$ cat config.mk
export PLATFORM = sky130hd
export DESIGN_NAME = file_extent_map
export DESIGN_NICKNAME = d
export VERILOG_FILES = /design/src/sv/fem_pkg.sv /design/src/sv/file_extent_map.sv /design/src/sv/fem_rows.sv /design/src/sv/fem_addsub.sv /design/src/sv/fem_ctrl.sv
export SDC_FILE = /design/constraint.sdc
export NUM_CORES = 2
export LEC_CHECK = 0
export ABC_AREA = 1
export BUFFER_PORTS_ARGS = -buffer_cell sky130_fd_sc_hd__buf_2
export CAP_MARGIN = 15
export CORE_UTILIZATION = 30
export DETAILED_ROUTE_END_ITERATION = 16
export GPL_TIMING_DRIVEN = 1
export MAX_ROUTING_LAYER = met4
export PLACE_DENSITY = 0.52
export SKIP_CTS_REPAIR_TIMING = 1
export SLEW_MARGIN = 25
export SYNTH_ARGS = -nofsm -noshare
export SYNTH_HDL_FRONTEND = slang
export SYNTH_SLANG_ARGS = --single-unit
$ cat constraint.sdc
create_clock -name clk -period 7.5 [get_ports clk]
set_input_delay 1.875 -clock clk [delete_from_list [all_inputs] [get_ports clk]]
set_output_delay 1.875 -clock clk [all_outputs]
set_load 0.05 [all_outputs]
$ cat src/sv/fem_pkg.sv
// fem_pkg: shared types and constants for the file extent map
// action and status codes, sequencer states, result item struct
// no dependencies

package fem_pkg;

  localparam int DW = 32;
  localparam int MAX_EXTENTS_DEF = 32;

  typedef enum logic [1:0] {
    ACT_CLEAR     = 2'd0,
    ACT_APPEND    = 2'd1,
    ACT_TRANSLATE = 2'd2,
    ACT_TRUNCATE  = 2'd3
  } action_t;

  typedef enum logic [1:0] {
    ST_OK    = 2'd0,
    ST_FULL  = 2'd1,
    ST_RANGE = 2'd2
  } status_t;

  typedef enum logic [3:0] {
    S_IDLE,
    S_SCAN,
    S_APP_NEW,
    S_APP_MERGE,
    S_FOUND1,
    S_FOUND2,
    S_TR_NEXT,
    S_TR_LOAD,
    S_PUSH
  } state_t;

  typedef struct packed {
    logic [1:0]    status;
    logic [DW-1:0] physical_block;
    logic [DW-1:0] freed_start;
    logic [DW-1:0] freed_count;
    logic          last;
  } res_t;

endpackage

$ cat src/sv/file_extent_map.sv
// file_extent_map: ordered extent list of one file with clear, append,
// translate and truncate; top level with the result output register
// depends on fem_pkg, fem_ctrl
//
// usage:
//   input channel in_valid/in_ready carries action, position, run_length.
//   output channel out_valid/out_ready carries status, physical_block,
//   freed_start, freed_count and last; last marks the final item of an input.
//   clear, append and translate give one result item, truncate gives one per
//   freed range (or one with the out of range status).
//   one input item is worked on at a time; in_ready is high only when idle.
//   the sequencer reads one extent row per cycle through a single read port
//   and one shared adder. clear, a full table and a zero-length append go
//   straight to the result register; append scans the rows for one to merge
//   into, else writes a new row; translate and truncate scan to the row hit
//   or report out of range, and truncate then loads each further row as a range.
//   the next item is taken after its last result is registered; the
//   sequencer holds the next result until the output register frees.
//   reset empties the table; row contents are not cleared and need no pass.

module file_extent_map #(
  parameter int MAX_EXTENTS = fem_pkg::MAX_EXTENTS_DEF
) (
  input  logic                   clk,
  input  logic                   rst,
  input  logic                   in_valid,
  output logic                   in_ready,
  input  logic [1:0]             action,
  input  logic [fem_pkg::DW-1:0] position,
  input  logic [fem_pkg::DW-1:0] run_length,
  output logic                   out_valid,
  input  logic                   out_ready,
  output logic [1:0]             status,
  output logic [fem_pkg::DW-1:0] physical_block,
  output logic [fem_pkg::DW-1:0] freed_start,
  output logic [fem_pkg::DW-1:0] freed_count,
  output logic                   last
);

  fem_pkg::res_t res, res_q;
  logic          push, space;

  assign space = !out_valid || out_ready;

  fem_ctrl #(.MAX_EXTENTS(MAX_EXTENTS)) u_ctrl (
    .clk        (clk),
    .rst        (rst),
    .in_valid   (in_valid),
    .in_ready   (in_ready),
    .action     (action),
    .position   (position),
    .run_length (run_length),
    .space      (space),
    .push       (push),
    .res        (res)
  );

  always_ff @(posedge clk) begin
    if (rst) begin
      out_valid <= 1'b0;
    end else if (push) begin
      out_valid <= 1'b1;
    end else if (out_ready) begin
      out_valid <= 1'b0;
    end
  end

  always_ff @(posedge clk) begin
    if (push) res_q <= res;
  end

  assign status         = res_q.status;
  assign physical_block = res_q.physical_block;
  assign freed_start    = res_q.freed_start;
  assign freed_count    = res_q.freed_count;
  assign last           = res_q.last;

endmodule

$ cat src/sv/fem_rows.sv
// fem_rows: extent row storage, start and length per row
// one write port, one read port with registered read data
// depends on fem_pkg

module fem_rows #(
  parameter int MAX_EXTENTS = fem_pkg::MAX_EXTENTS_DEF,
  parameter int AW = $clog2(MAX_EXTENTS)
) (
  input  logic                   clk,
  input  logic                   wr_en,
  input  logic [AW-1:0]          wr_addr,
  input  logic [fem_pkg::DW-1:0] wr_start,
  input  logic [fem_pkg::DW-1:0] wr_len,
  input  logic [AW-1:0]          rd_addr,
  output logic [fem_pkg::DW-1:0] rd_start,
  output logic [fem_pkg::DW-1:0] rd_len
);

  logic [fem_pkg::DW-1:0] start_mem [MAX_EXTENTS];
  logic [fem_pkg::DW-1:0] len_mem   [MAX_EXTENTS];

  always_ff @(posedge clk) begin
    if (wr_en) begin
      start_mem[wr_addr] <= wr_start;
      len_mem[wr_addr]   <= wr_len;
    end
  end

  always_ff @(posedge clk) begin
    rd_start <= start_mem[rd_addr];
    rd_len   <= len_mem[rd_addr];
  end

endmodule

$ cat src/sv/fem_addsub.sv
// fem_addsub: shared 33-bit adder/subtractor of the sequencer
// bit 32 is the carry on add and the borrow (a < b) on subtract
// depends on fem_pkg

module fem_addsub (
  input  logic [fem_pkg::DW-1:0] a,
  input  logic [fem_pkg::DW-1:0] b,
  input  logic                   sub,
  output logic [fem_pkg::DW:0]   sum
);

  logic [fem_pkg::DW:0] opb;

  assign opb = sub ? ~{1'b0, b} : {1'b0, b};
  assign sum = {1'b0, a} + opb + {{fem_pkg::DW{1'b0}}, sub};

endmodule

$ cat src/sv/fem_ctrl.sv
// fem_ctrl: sequencer that walks the extent rows one per cycle
// drives the row memory and the shared adder, builds result items
// depends on fem_pkg, fem_rows, fem_addsub

module fem_ctrl #(
  parameter int MAX_EXTENTS = fem_pkg::MAX_EXTENTS_DEF
) (
  input  logic                   clk,
  input  logic                   rst,
  input  logic                   in_valid,
  output logic                   in_ready,
  input  logic [1:0]             action,
  input  logic [fem_pkg::DW-1:0] position,
  input  logic [fem_pkg::DW-1:0] run_length,
  input  logic                   space,
  output logic                   push,
  output fem_pkg::res_t          res
);

  localparam int AW = (MAX_EXTENTS > 1) ? $clog2(MAX_EXTENTS) : 1;
  localparam int CW = $clog2(MAX_EXTENTS + 1);
  localparam int DW = fem_pkg::DW;

  fem_pkg::state_t  state, state_next;
  fem_pkg::action_t op;
  logic [DW-1:0]    pos_r, len_r, idx, start_row, len_row;
  logic [CW-1:0]    bound, row, rows_used;

  logic [AW-1:0]    rd_addr, wr_addr;
  logic             wr_en;
  logic [DW-1:0]    wr_start, wr_len, rd_start, rd_len;
  logic [DW-1:0]    alu_a, alu_b;
  logic             alu_sub;
  logic [DW:0]      alu_sum;

  logic             at_end, end_hit, fits, borrow, is_last_row;
  logic             is_append, is_full;
  fem_pkg::action_t in_act;

  assign in_act      = fem_pkg::action_t'(action);
  assign at_end      = (row == bound);
  assign end_hit     = (alu_sum == {1'b0, pos_r});
  assign fits        = (rd_len <= ~len_r);
  assign borrow      = alu_sum[DW];
  assign is_last_row = ((row + CW'(1)) == bound);
  assign is_append   = (op == fem_pkg::ACT_APPEND);
  assign is_full     = (rows_used >= CW'(MAX_EXTENTS));

  fem_rows #(.MAX_EXTENTS(MAX_EXTENTS), .AW(AW)) u_rows (
    .clk      (clk),
    .wr_en    (wr_en),
    .wr_addr  (wr_addr),
    .wr_start (wr_start),
    .wr_len   (wr_len),
    .rd_addr  (rd_addr),
    .rd_start (rd_start),
    .rd_len   (rd_len)
  );

  fem_addsub u_alu (
    .a   (alu_a),
    .b   (alu_b),
    .sub (alu_sub),
    .sum (alu_sum)
  );

  // next state
  always_comb begin
    state_next = state;
    case (state)
      fem_pkg::S_IDLE: begin
        if (in_valid) begin
          case (in_act)
            fem_pkg::ACT_CLEAR: state_next = fem_pkg::S_PUSH;
            fem_pkg::ACT_APPEND: begin
              if (is_full || run_length == '0) state_next = fem_pkg::S_PUSH;
              else state_next = fem_pkg::S_SCAN;
            end
            default: state_next = fem_pkg::S_SCAN;
          endcase
        end
      end
      fem_pkg::S_SCAN: begin
        if (at_end) begin
          state_next = is_append ? fem_pkg::S_APP_NEW : fem_pkg::S_PUSH;
        end else if (is_append) begin
          if (end_hit && fits) state_next = fem_pkg::S_APP_MERGE;
        end else if (borrow) begin
          state_next = fem_pkg::S_FOUND1;
        end
      end
      fem_pkg::S_APP_NEW:   state_next = fem_pkg::S_PUSH;
      fem_pkg::S_APP_MERGE: state_next = fem_pkg::S_PUSH;
      fem_pkg::S_FOUND1: begin
        if (op == fem_pkg::ACT_TRANSLATE) state_next = fem_pkg::S_PUSH;
        else state_next = fem_pkg::S_FOUND2;
      end
      fem_pkg::S_FOUND2:  state_next = fem_pkg::S_PUSH;
      fem_pkg::S_TR_NEXT: state_next = fem_pkg::S_TR_LOAD;
      fem_pkg::S_TR_LOAD: state_next = fem_pkg::S_PUSH;
      fem_pkg::S_PUSH: begin
        if (space) state_next = res.last ? fem_pkg::S_IDLE : fem_pkg::S_TR_NEXT;
      end
      default: state_next = fem_pkg::S_IDLE;
    endcase
  end

  // outputs, memory and adder control
  always_comb begin
    in_ready = 1'b0;
    push     = 1'b0;
    rd_addr  = row[AW-1:0];
    wr_en    = 1'b0;
    wr_addr  = row[AW-1:0];
    wr_start = start_row;
    wr_len   = len_row;
    alu_a    = rd_start;
    alu_b    = rd_len;
    alu_sub  = 1'b0;
    case (state)
      fem_pkg::S_IDLE: begin
        in_ready = 1'b1;
        rd_addr  = '0;
      end
      fem_pkg::S_SCAN: begin
        rd_addr = AW'(row + CW'(1));
        if (!is_append) begin
          alu_a   = idx;
          alu_sub = 1'b1;
        end
      end
      fem_pkg::S_APP_NEW: begin
        wr_en    = 1'b1;
        wr_addr  = bound[AW-1:0];
        wr_start = pos_r;
        wr_len   = len_r;
      end
      fem_pkg::S_APP_MERGE: begin
        alu_a  = len_row;
        alu_b  = len_r;
        wr_en  = 1'b1;
        wr_len = alu_sum[DW-1:0];
      end
      fem_pkg::S_FOUND1: begin
        alu_a = start_row;
        alu_b = idx;
      end
      fem_pkg::S_FOUND2: begin
        alu_a   = len_row;
        alu_b   = idx;
        alu_sub = 1'b1;
        wr_en   = (idx != '0);
        wr_len  = idx;
      end
      fem_pkg::S_PUSH: push = space;
      default: ;
    endcase
  end

  always_ff @(posedge clk) begin
    if (rst) begin
      state     <= fem_pkg::S_IDLE;
      rows_used <= '0;
      row       <= '0;
    end else begin
      state <= state_next;
      case (state)
        fem_pkg::S_IDLE: begin
          if (in_valid) begin
            op                 <= in_act;
            pos_r              <= position;
            len_r              <= run_length;
            idx                <= position;
            bound              <= rows_used;
            row                <= '0;
            res.status         <= (in_act == fem_pkg::ACT_APPEND && is_full) ?
                                  fem_pkg::ST_FULL : fem_pkg::ST_OK;
            res.physical_block <= '0;
            res.freed_start    <= '0;
            res.freed_count    <= '0;
            res.last           <= 1'b1;
            if (in_act == fem_pkg::ACT_CLEAR) rows_used <= '0;
          end
        end
        fem_pkg::S_SCAN: begin
          if (at_end) begin
            if (!is_append) res.status <= fem_pkg::ST_RANGE;
          end else if (is_append) begin
            start_row <= rd_start;
            len_row   <= rd_len;
            if (!(end_hit && fits)) row <= row + CW'(1);
          end else begin
            start_row <= rd_start;
            len_row   <= rd_len;
            if (!borrow) begin
              idx <= alu_sum[DW-1:0];
              row <= row + CW'(1);
            end
          end
        end
        fem_pkg::S_APP_NEW: rows_used <= bound + CW'(1);
        fem_pkg::S_FOUND1: begin
          if (op == fem_pkg::ACT_TRANSLATE) begin
            res.physical_block <= alu_sum[DW-1:0];
          end else begin
            res.freed_start <= alu_sum[DW-1:0];
          end
        end
        fem_pkg::S_FOUND2: begin
          res.freed_count <= alu_sum[DW-1:0];
          res.last        <= is_last_row;
          rows_used       <= (idx == '0) ? row : row + CW'(1);
          row             <= row + CW'(1);
        end
        fem_pkg::S_TR_LOAD: begin
          res.freed_start <= rd_start;
          res.freed_count <= rd_len;
          res.last        <= is_last_row;
          row             <= row + CW'(1);
        end
        default: ;
      endcase
    end
  end

endmodule

After elaboration in Yosys (flattened, before gate mapping)
Memory sizes are Yosys's and may differ from the RTL's. A register that Yosys moved wholly into a read port is not among the register bits. Cells that the tools add are included.

$lt $le $gt $ge: 2. Reductions and logical operators: 32. Multiply operators: 0. Bitwise operators: 4. Div/mod/pow operators: 0. Mux-type cells: 54. Eq/ne operators: 27. Shift-type cells: 0. Add/subtract/negate cells: 4.

Operators with widths (count): one-hot mux 32 bit (3 select lines) (3); 2-to-1 mux 32 bit (8); one-hot mux 32 bit (2 select lines) (3); 2-to-1 mux 99 bit (1); one-hot mux 33 bit (3 select lines) (1); logical NOT 32 bit (2); 2-to-1 mux 6 bit (8); 2-to-1 mux 4 bit (9); one-hot mux 6 bit (3 select lines) (2); adder 32 x 33 -> 33 bit (1); adder 33 x 1 -> 33 bit (1); equality test 33 x 32 -> 1 bit (1); 2-to-1 mux 33 bit (1); NOT 32 -> 33 bit (1); <= comparator 32 bit (1); NOT 32 bit (1); nonzero test 32 bit (1); one-hot mux 4 bit (6 select lines) (1); equality test 4 x 3 -> 1 bit, second input constant (4); adder 6 x 1 -> 6 bit, second input constant (2); equality test 6 bit (2); AND reduction 3 bit (4); AND reduction 4 bit (3); nonzero test 3 bit (4); 30 further kinds (58).

Memories kept: 2. Latch bits: 0. Bits in writable memories: 2048. Register bits after elaboration: 383. Word-level logic and storage cells: 146. Output and inout port bits: 101. ROM bits: 0. Bits of input ports: 70.

Memories: u_ctrl.u_rows.len_mem (words 32, width 32, rd ports 1, clocked after memory_dff 1, wr ports 1, line fem_rows.sv:20) `logic [fem_pkg::DW-1:0] len_mem [MAX_EXTENTS];`; u_ctrl.u_rows.start_mem (words 32, width 32, rd ports 1, clocked after memory_dff 1, wr ports 1, line fem_rows.sv:19) `logic [fem_pkg::DW-1:0] start_mem [MAX_EXTENTS];`.

Longest topological paths before layout
Depth after elaboration: 13. Depth in mapped cells: 35. Mapped depth without buffers: 35.

Modules after synthesis
From an unflattened synthesis, not the netlist that was laid out.

Cell total of the unflattened synthesis: 8839. Area total of the unflattened synthesis: 103262.8 µm².

By module, submodules not included: fem_rows (seq. area each 62780.2 µm², cells an instance 6762, times used 1, area an instance 83098.4 µm²); fem_ctrl (seq. area each 8338.0 µm², cells an instance 1474, times used 1, area an instance 14507.7 µm²); file_extent_map (seq. area each 2992.9 µm², cells an instance 104, times used 1, area an instance 3015.4 µm²); fem_addsub (seq. area each 0.0 µm², cells an instance 499, times used 1, area an instance 2641.3 µm²).

Worst setup path before layout
No wires, ideal clock.

Kind: input to register. Start: input port rst. End: register u_ctrl.bound[0], enable pin. Arrival: 6886 ps. Required time: 6908 ps. Path buffers: 0. Setup time: 592 ps. Slack: 23 ps. Stages on the path: 1. Cell sequence: nor3_1.

Cells in the longest elaborated chain, start to end: 2.

RTL lines: from (decl) (line file_extent_map.sv:25) `input logic rst,`; NOT 1 bit (no source line); AND reduction 3 bit (no source line); to (signal assigned) (line fem_ctrl.sv:174) `bound <= rows_used;`; to (decl) (line fem_ctrl.sv:27) `logic [CW-1:0] bound, row, rows_used;`.

Every way passes these cells. A chain may end at the register's enable or synchronous reset.

Worst setup path in the final report
Start: register u_ctrl.state[1]. End: memory u_ctrl.u_rows.len_mem[31][20] (netlist bit) (data pin).

Cells in the longest elaborated chain, start to end: 8. Elaborated cells between the ends (all ways): 15. Those cells by class: add/sub: 2; eq/ne: 5; mux: 5; bitwise: 1; reduce/logical: 2.

RTL lines: from (decl) (line fem_ctrl.sv:24) `fem_pkg::state_t state, state_next;`; from (signal assigned) (line fem_ctrl.sv:162) `state <= fem_pkg::S_IDLE;`; from (signal assigned) (line fem_ctrl.sv:166) `state <= state_next;`; equality test 4 x 3 -> 1 bit (line fem_ctrl.sv:120) `case (state)`; OR reduction 2 bit (no source line); one-hot mux 32 bit (2 select lines) (line fem_ctrl.sv:120); NOT 32 -> 33 bit (line fem_addsub.sv:14) `assign opb = sub ? ~{1'b0, b} : {1'b0, b};`; 2-to-1 mux 33 bit (line fem_addsub.sv:14); adder 32 x 33 -> 33 bit (line fem_addsub.sv:15) `assign sum = {1'b0, a} + opb + {{fem_pkg::DW{1'b0}}, sub};`; adder 33 x 1 -> 33 bit (line fem_addsub.sv:15); one-hot mux 32 bit (3 select lines) * (line fem_ctrl.sv:120); via u_ctrl.u_rows.wr_len (one bit) (line fem_rows.sv:13) `input logic [fem_pkg::DW-1:0] wr_len,`; to (decl) (line fem_rows.sv:20).

The timed path passes the listed nets; every way through them passes the cells marked *.

==> load_flow_metrics.sql <==
INSERT INTO impl_metrics (metric_group, metric, value, unit) VALUES
('run_status', 'status', 'completed', ''),
('yosys', 'synthesis.instances', '7887', ''),
('cts', 'path_clk_slew', '0.06', 'ns'),
('routing', 'num_vias', '67400', ''),
('floorplan', 'chipHeight', '581', 'um'),
('floorplan', 'initial_core_util', '30.2', '%'),
('worst_setup_path', 'timing.critical_path.to_type', 'flip-flop', ''),
('timing', 'final.period_utilization', '88.6', '%'),
('timing', 'setup_repair_after_global_routing_missed_its_margin', 'false', ''),
('routing', 'drt_first_iter_violations', '8100', ''),
('worst_setup_path', 'worst-endpoint-arrival', '7.04', 'ns'),
('power_and_ir_drop', 'total_switching_power', '19.2', 'mW'),
('routing', 'route.detailed.wl_per_inst', '27.0', 'um'),
('floorplan', 'die_area', '338000', 'um2'),
('power_and_ir_drop', 'p_int', '28.5', 'mW'),
('yosys', 'synth.yosys.warnings', '0', ''),
('worst_setup_path', 'critPathRequiredTime', '7.89', 'ns'),
('worst_setup_path', 'r2r_slack', '0.86', 'ns'),
('power_and_ir_drop', 'power_share_of_the_combinational_group', '37.2', '%'),
('cts', 'cts_tree', 'done', ''),
('timing', 'maxSlewHeadroom', '17.9', '%'),
('cts', 'cts_sinks', '2495', ''),
('yosys', 'synth_enable_flop_cells', '2414', ''),
('yosys', 'distinct_cell_type_count_of_the_synthesized_netlist', '55', ''),
('routing', 'antenna_left', '0', ''),
('placed_design', 'place_hpwl', '185', 'mm'),
('worst_setup_path', 'crit_path_max_fanout', '32', ''),
('floorplan', 'ioPinCount', '171', ''),
('worst_setup_path', 'cp-start-kind', 'flip-flop', ''),
('routing', 'drt_drc_violations_left', '0', ''),
('worst_setup_path', 'worst-r2r-cell-count', '21', ''),
('power_and_ir_drop', 'p_leak', '37.6', 'nW'),
('min_path', 'hold_class', 'reg -> reg', ''),
('timing', 'report.final.setup_viol', '0', ''),
('global_route', 'grt_usage', '19.9', '%'),
('floorplan', 'die-width', '581', 'um'),
('cts', 'numCtsBuffers', '247', ''),
('timing', 'finalMaxSlewViolations', '0', ''),
('timing', 'fin_tns_setup', '0', 'ns'),
('placed_design', 'final_weighted_congestion_of_routability_driven_global_placement', '0.940', ''),
('yosys', 'dominantRegCellSynth', 'sky130_fd_sc_hd__edfxtp_1', ''),
('placed_design', 'port_buffers', '170', ''),
('floorplan', 'fp-row-count', '212', ''),
('yosys', 'synth_seq_area_share', '73.7', '%'),
('worst_setup_path', 'regToRegStartpoint', 'u_ctrl.state[1]$_SDFFE_PP0P_', ''),
('global_route', 'grt_start_max_net_pins', '215', ''),
('power_and_ir_drop', 'worst_ir_drop_vdd', '0.273', 'mV'),
('timing', 'hold_slack', '0.410', 'ns'),
('yosys', 'postSynthAreaPerCell', '12.8', 'um2'),
('routing', 'vias_per_cell', '5.36', ''),
('floorplan', 'core_region_area', '333000', 'um2'),
('yosys', 'postSynthRegisterBits', '2495', ''),
('layout', 'fin_nets', '8113', ''),
('timing', 'tightestPinTransition', '1.23', 'ns'),
('power_and_ir_drop', 'pwr-share-seq', '37.1', '%'),
('worst_setup_path', 'class_of_the_most_critical_setup_path', 'reg -> reg', ''),
('routing', 'totalWireLength', '339', 'mm'),
('run', 'maxCapViolCount', '0', ''),
('yosys', 'syn-num-nets', '8023', ''),
('cts', 'worst_skew_pair.late_latency', '0.94', 'ns'),
('cts', 'clk_path_buf_depth', '4', ''),
('global_route', 'number_of_antenna_violations_at_the_first_check_in_global_routing', '4', ''),
('yosys', 'async_set_reset_flop_share_out_of_synthesis', '0', '%'),
('timing', 'report.final.hold_viol_count', '0', ''),
('power_and_ir_drop', 'cellPowerDensity', '413', 'nW/um2'),
('routing', 'firstDrtPassIters', '8', ''),
('cts', 'cts_htree_levels', '4', ''),
('timing', 'achievable-frequency', '151', 'MHz'),
('layout', 'post_route_cells_drive_above_1_share', '11.5', '%'),
('power_and_ir_drop', 'switching_share', '40.2', '%'),
('worst_setup_path', 'worst_setup_path_startpoint', 'u_ctrl.state[1]$_SDFFE_PP0P_', ''),
('worst_setup_path', 'worstReg2RegEnd', 'u_ctrl.u_rows.len_mem[31][20]$_DFFE_PP_', ''),
('timing', 'clock-skew-final', '0.0834', 'ns'),
('worst_setup_path', 'worstSetupEndpoint', 'u_ctrl.u_rows.len_mem[31][20]$_DFFE_PP_', ''),
('yosys', 'synth_area', '101000', 'um2'),
('timing', 'period_minus_slack', '6.64', 'ns'),
('layout', 'synthToLayoutAreaGrowth', '14.9', '%'),
('power_and_ir_drop', 'share_clk_of_total_power', '25.8', '%'),
('global_route', 'grt.overflow.total', '0', ''),
('global_route', 'grt_first_pass_wirelength', '476', 'mm'),
('global_route', 'grt_pass1_vias', '63100', ''),
('cts', 'cts_root_buffer', 'sky130_fd_sc_hd__clkbuf_16', '');
## layer usage
| metal | wire, um | track usage, % | part of all wire [%] | up-vias |
|---|---|---|---|---|
| met2 | 155000 | 30.4 | 46 | 2809 |
| met4 | 7410 | 4.67 | 2.2 | 0 |
| met1 | 152000 | 28.1 | 45 | 34800 |
| li1 | - | - | - | 29500 |
| met5 | 0 | - | 0 | - |
| met3 | 24500 | 2.45 | 7.2 | 417 |
## power by group through the flow
stage	sequential, mW	combinational (mW)	clock (mW)
global route	17.7	19.2	13.0
detailed placement	18.0	17.5	0
floorplan	17.7	10.9	0
global placement	18.0	17.3	0
finish	17.7	17.7	12.3
CTS	17.7	17.5	12.5
## logic make-up after synthesis
family	share of synthesized area, %
xor gates and xnor gates	0.483
buffers and inverters	2.89
adders and majority gates	0.829
muxes	0.694
and+or+nand+nor	8.49
AOI/OAI and AO/OA	12.9
DFF	73.7
## per-stage QoR
step	cell area [um2]	instances	total power [mW]	util [%]	setup WS (ns)
finish	116000	12600	47.8	34.7	0.857
detailed placement	108000	12100	35.4	32.3	1.00
floorplan	101000	7887	28.6	-	0.0229
global placement	108000	12100	35.3	32.3	1.01
global route	116000	12600	49.9	34.7	0.560
CTS	116000	12600	47.7	34.7	0.954
## cell usage in the layout (no fill, tap or decap), types with 46 or more instances in the layout
master,instances
sky130_fd_sc_hd__buf_2,170
sky130_fd_sc_hd__buf_12,48
sky130_fd_sc_hd__mux2_2,62
sky130_fd_sc_hd__o21ai_0,1333
sky130_fd_sc_hd__nand2_1,481
sky130_fd_sc_hd__nor2_1,1402
sky130_fd_sc_hd__clkbuf_16,250
sky130_fd_sc_hd__dfxtp_1,81
sky130_fd_sc_hd__nand3_1,96
sky130_fd_sc_hd__buf_4,122
sky130_fd_sc_hd__edfxtp_1,2414
sky130_fd_sc_hd__o22ai_1,682
sky130_fd_sc_hd__clkinv_2,46
sky130_fd_sc_hd__inv_1,241
sky130_fd_sc_hd__ha_1,65
sky130_fd_sc_hd__clkbuf_1,62
sky130_fd_sc_hd__a21oi_1,77
sky130_fd_sc_hd__o221ai_1,51
## synth_stat cells, drive strengths merged, types with 51 or more instances
cell / number / area share, %
ha: 65 / 0.81
edfxtp: 2414 / 72
nand3: 105 / 0.57
mux2: 62 / 0.69
o21ai: 1379 / 6.9
inv: 255 / 0.96
clkbuf: 452 / 1.7
nand2: 519 / 2.0
o22ai: 685 / 4.3
dfxtp: 81 / 1.6
a21oi: 79 / 0.40
o221ai: 51 / 0.44
nor2: 1446 / 5.4
## worst min path at each step
stage,startpoint,end,slack (ns),cells past startpoint
detailed placement,u_ctrl.res[43]$_DFFE_PP_,freed_start[10]$_DFFE_PP_,0.40,0
CTS,u_ctrl.rows_used[4]$_SDFFE_PP0P_,u_ctrl.bound[4]$_DFFE_PP_,0.41,0
global placement,u_ctrl.res[19]$_DFFE_PP_,freed_count[18]$_DFFE_PP_,0.41,0
floorplan,u_ctrl.res[1]$_DFFE_PP_,freed_count[0]$_DFFE_PP_,0.40,0
global route,u_ctrl.res[55]$_DFFE_PP_,freed_start[22]$_DFFE_PP_,0.42,0
finish,u_ctrl.rows_used[4]$_SDFFE_PP0P_,u_ctrl.bound[4]$_DFFE_PP_,0.41,0
## flip-flops by register name, summed over array words and instances (netlist names), 32 cells and up
signal / count
u_ctrl.u_rows.len_mem: 1024
u_ctrl.u_rows.rd_len: 32
u_ctrl.len_r: 32
u_ctrl.u_rows.start_mem: 1024
u_ctrl.len_row: 32
u_ctrl.res: 99
freed_count: 32
u_ctrl.pos_r: 32
u_ctrl.idx: 32
freed_start: 32
u_ctrl.u_rows.rd_start: 32
u_ctrl.start_row: 32
physical_block: 32
## worst max-delay path: stages, from the launching register on
cell and delay [ns]:
sky130_fd_sc_hd__dfxtp_1 0.40, sky130_fd_sc_hd__nand2_2 0.13, sky130_fd_sc_hd__clkinv_4 0.12, sky130_fd_sc_hd__nand2_4 0.41, sky130_fd_sc_hd__nand3_2 0.17, sky130_fd_sc_hd__nand2_4 0.18
sky130_fd_sc_hd__clkinv_1 0.84, sky130_fd_sc_hd__o221ai_1 0.57, sky130_fd_sc_hd__inv_1 0.10, sky130_fd_sc_hd__fa_1 0.43, sky130_fd_sc_hd__inv_1 0.13, sky130_fd_sc_hd__nand3_1 0.08
sky130_fd_sc_hd__nand3_1 0.16, sky130_fd_sc_hd__nand2_1 0.07, sky130_fd_sc_hd__nand2_1 0.15, sky130_fd_sc_hd__nand2_1 0.08, sky130_fd_sc_hd__nand2_1 0.20, sky130_fd_sc_hd__a21oi_1 0.18
sky130_fd_sc_hd__xor2_1 0.65, sky130_fd_sc_hd__o22ai_1 0.13, sky130_fd_sc_hd__a21oi_1 0.26, sky130_fd_sc_hd__nand2_1 0.63
## cell type report
type	count	area (um2)
repair buffers	340	2730
multi-input cells	4635	24300
flip-flops and latches	2495	74100
inverters	258	1010
well taps	4387	5490
clock inverters	123	1190
clock buffers	332	6760
diodes	3	7.51
fillers	32100	218000
Note: power is estimated with default switching activity, not from simulation.
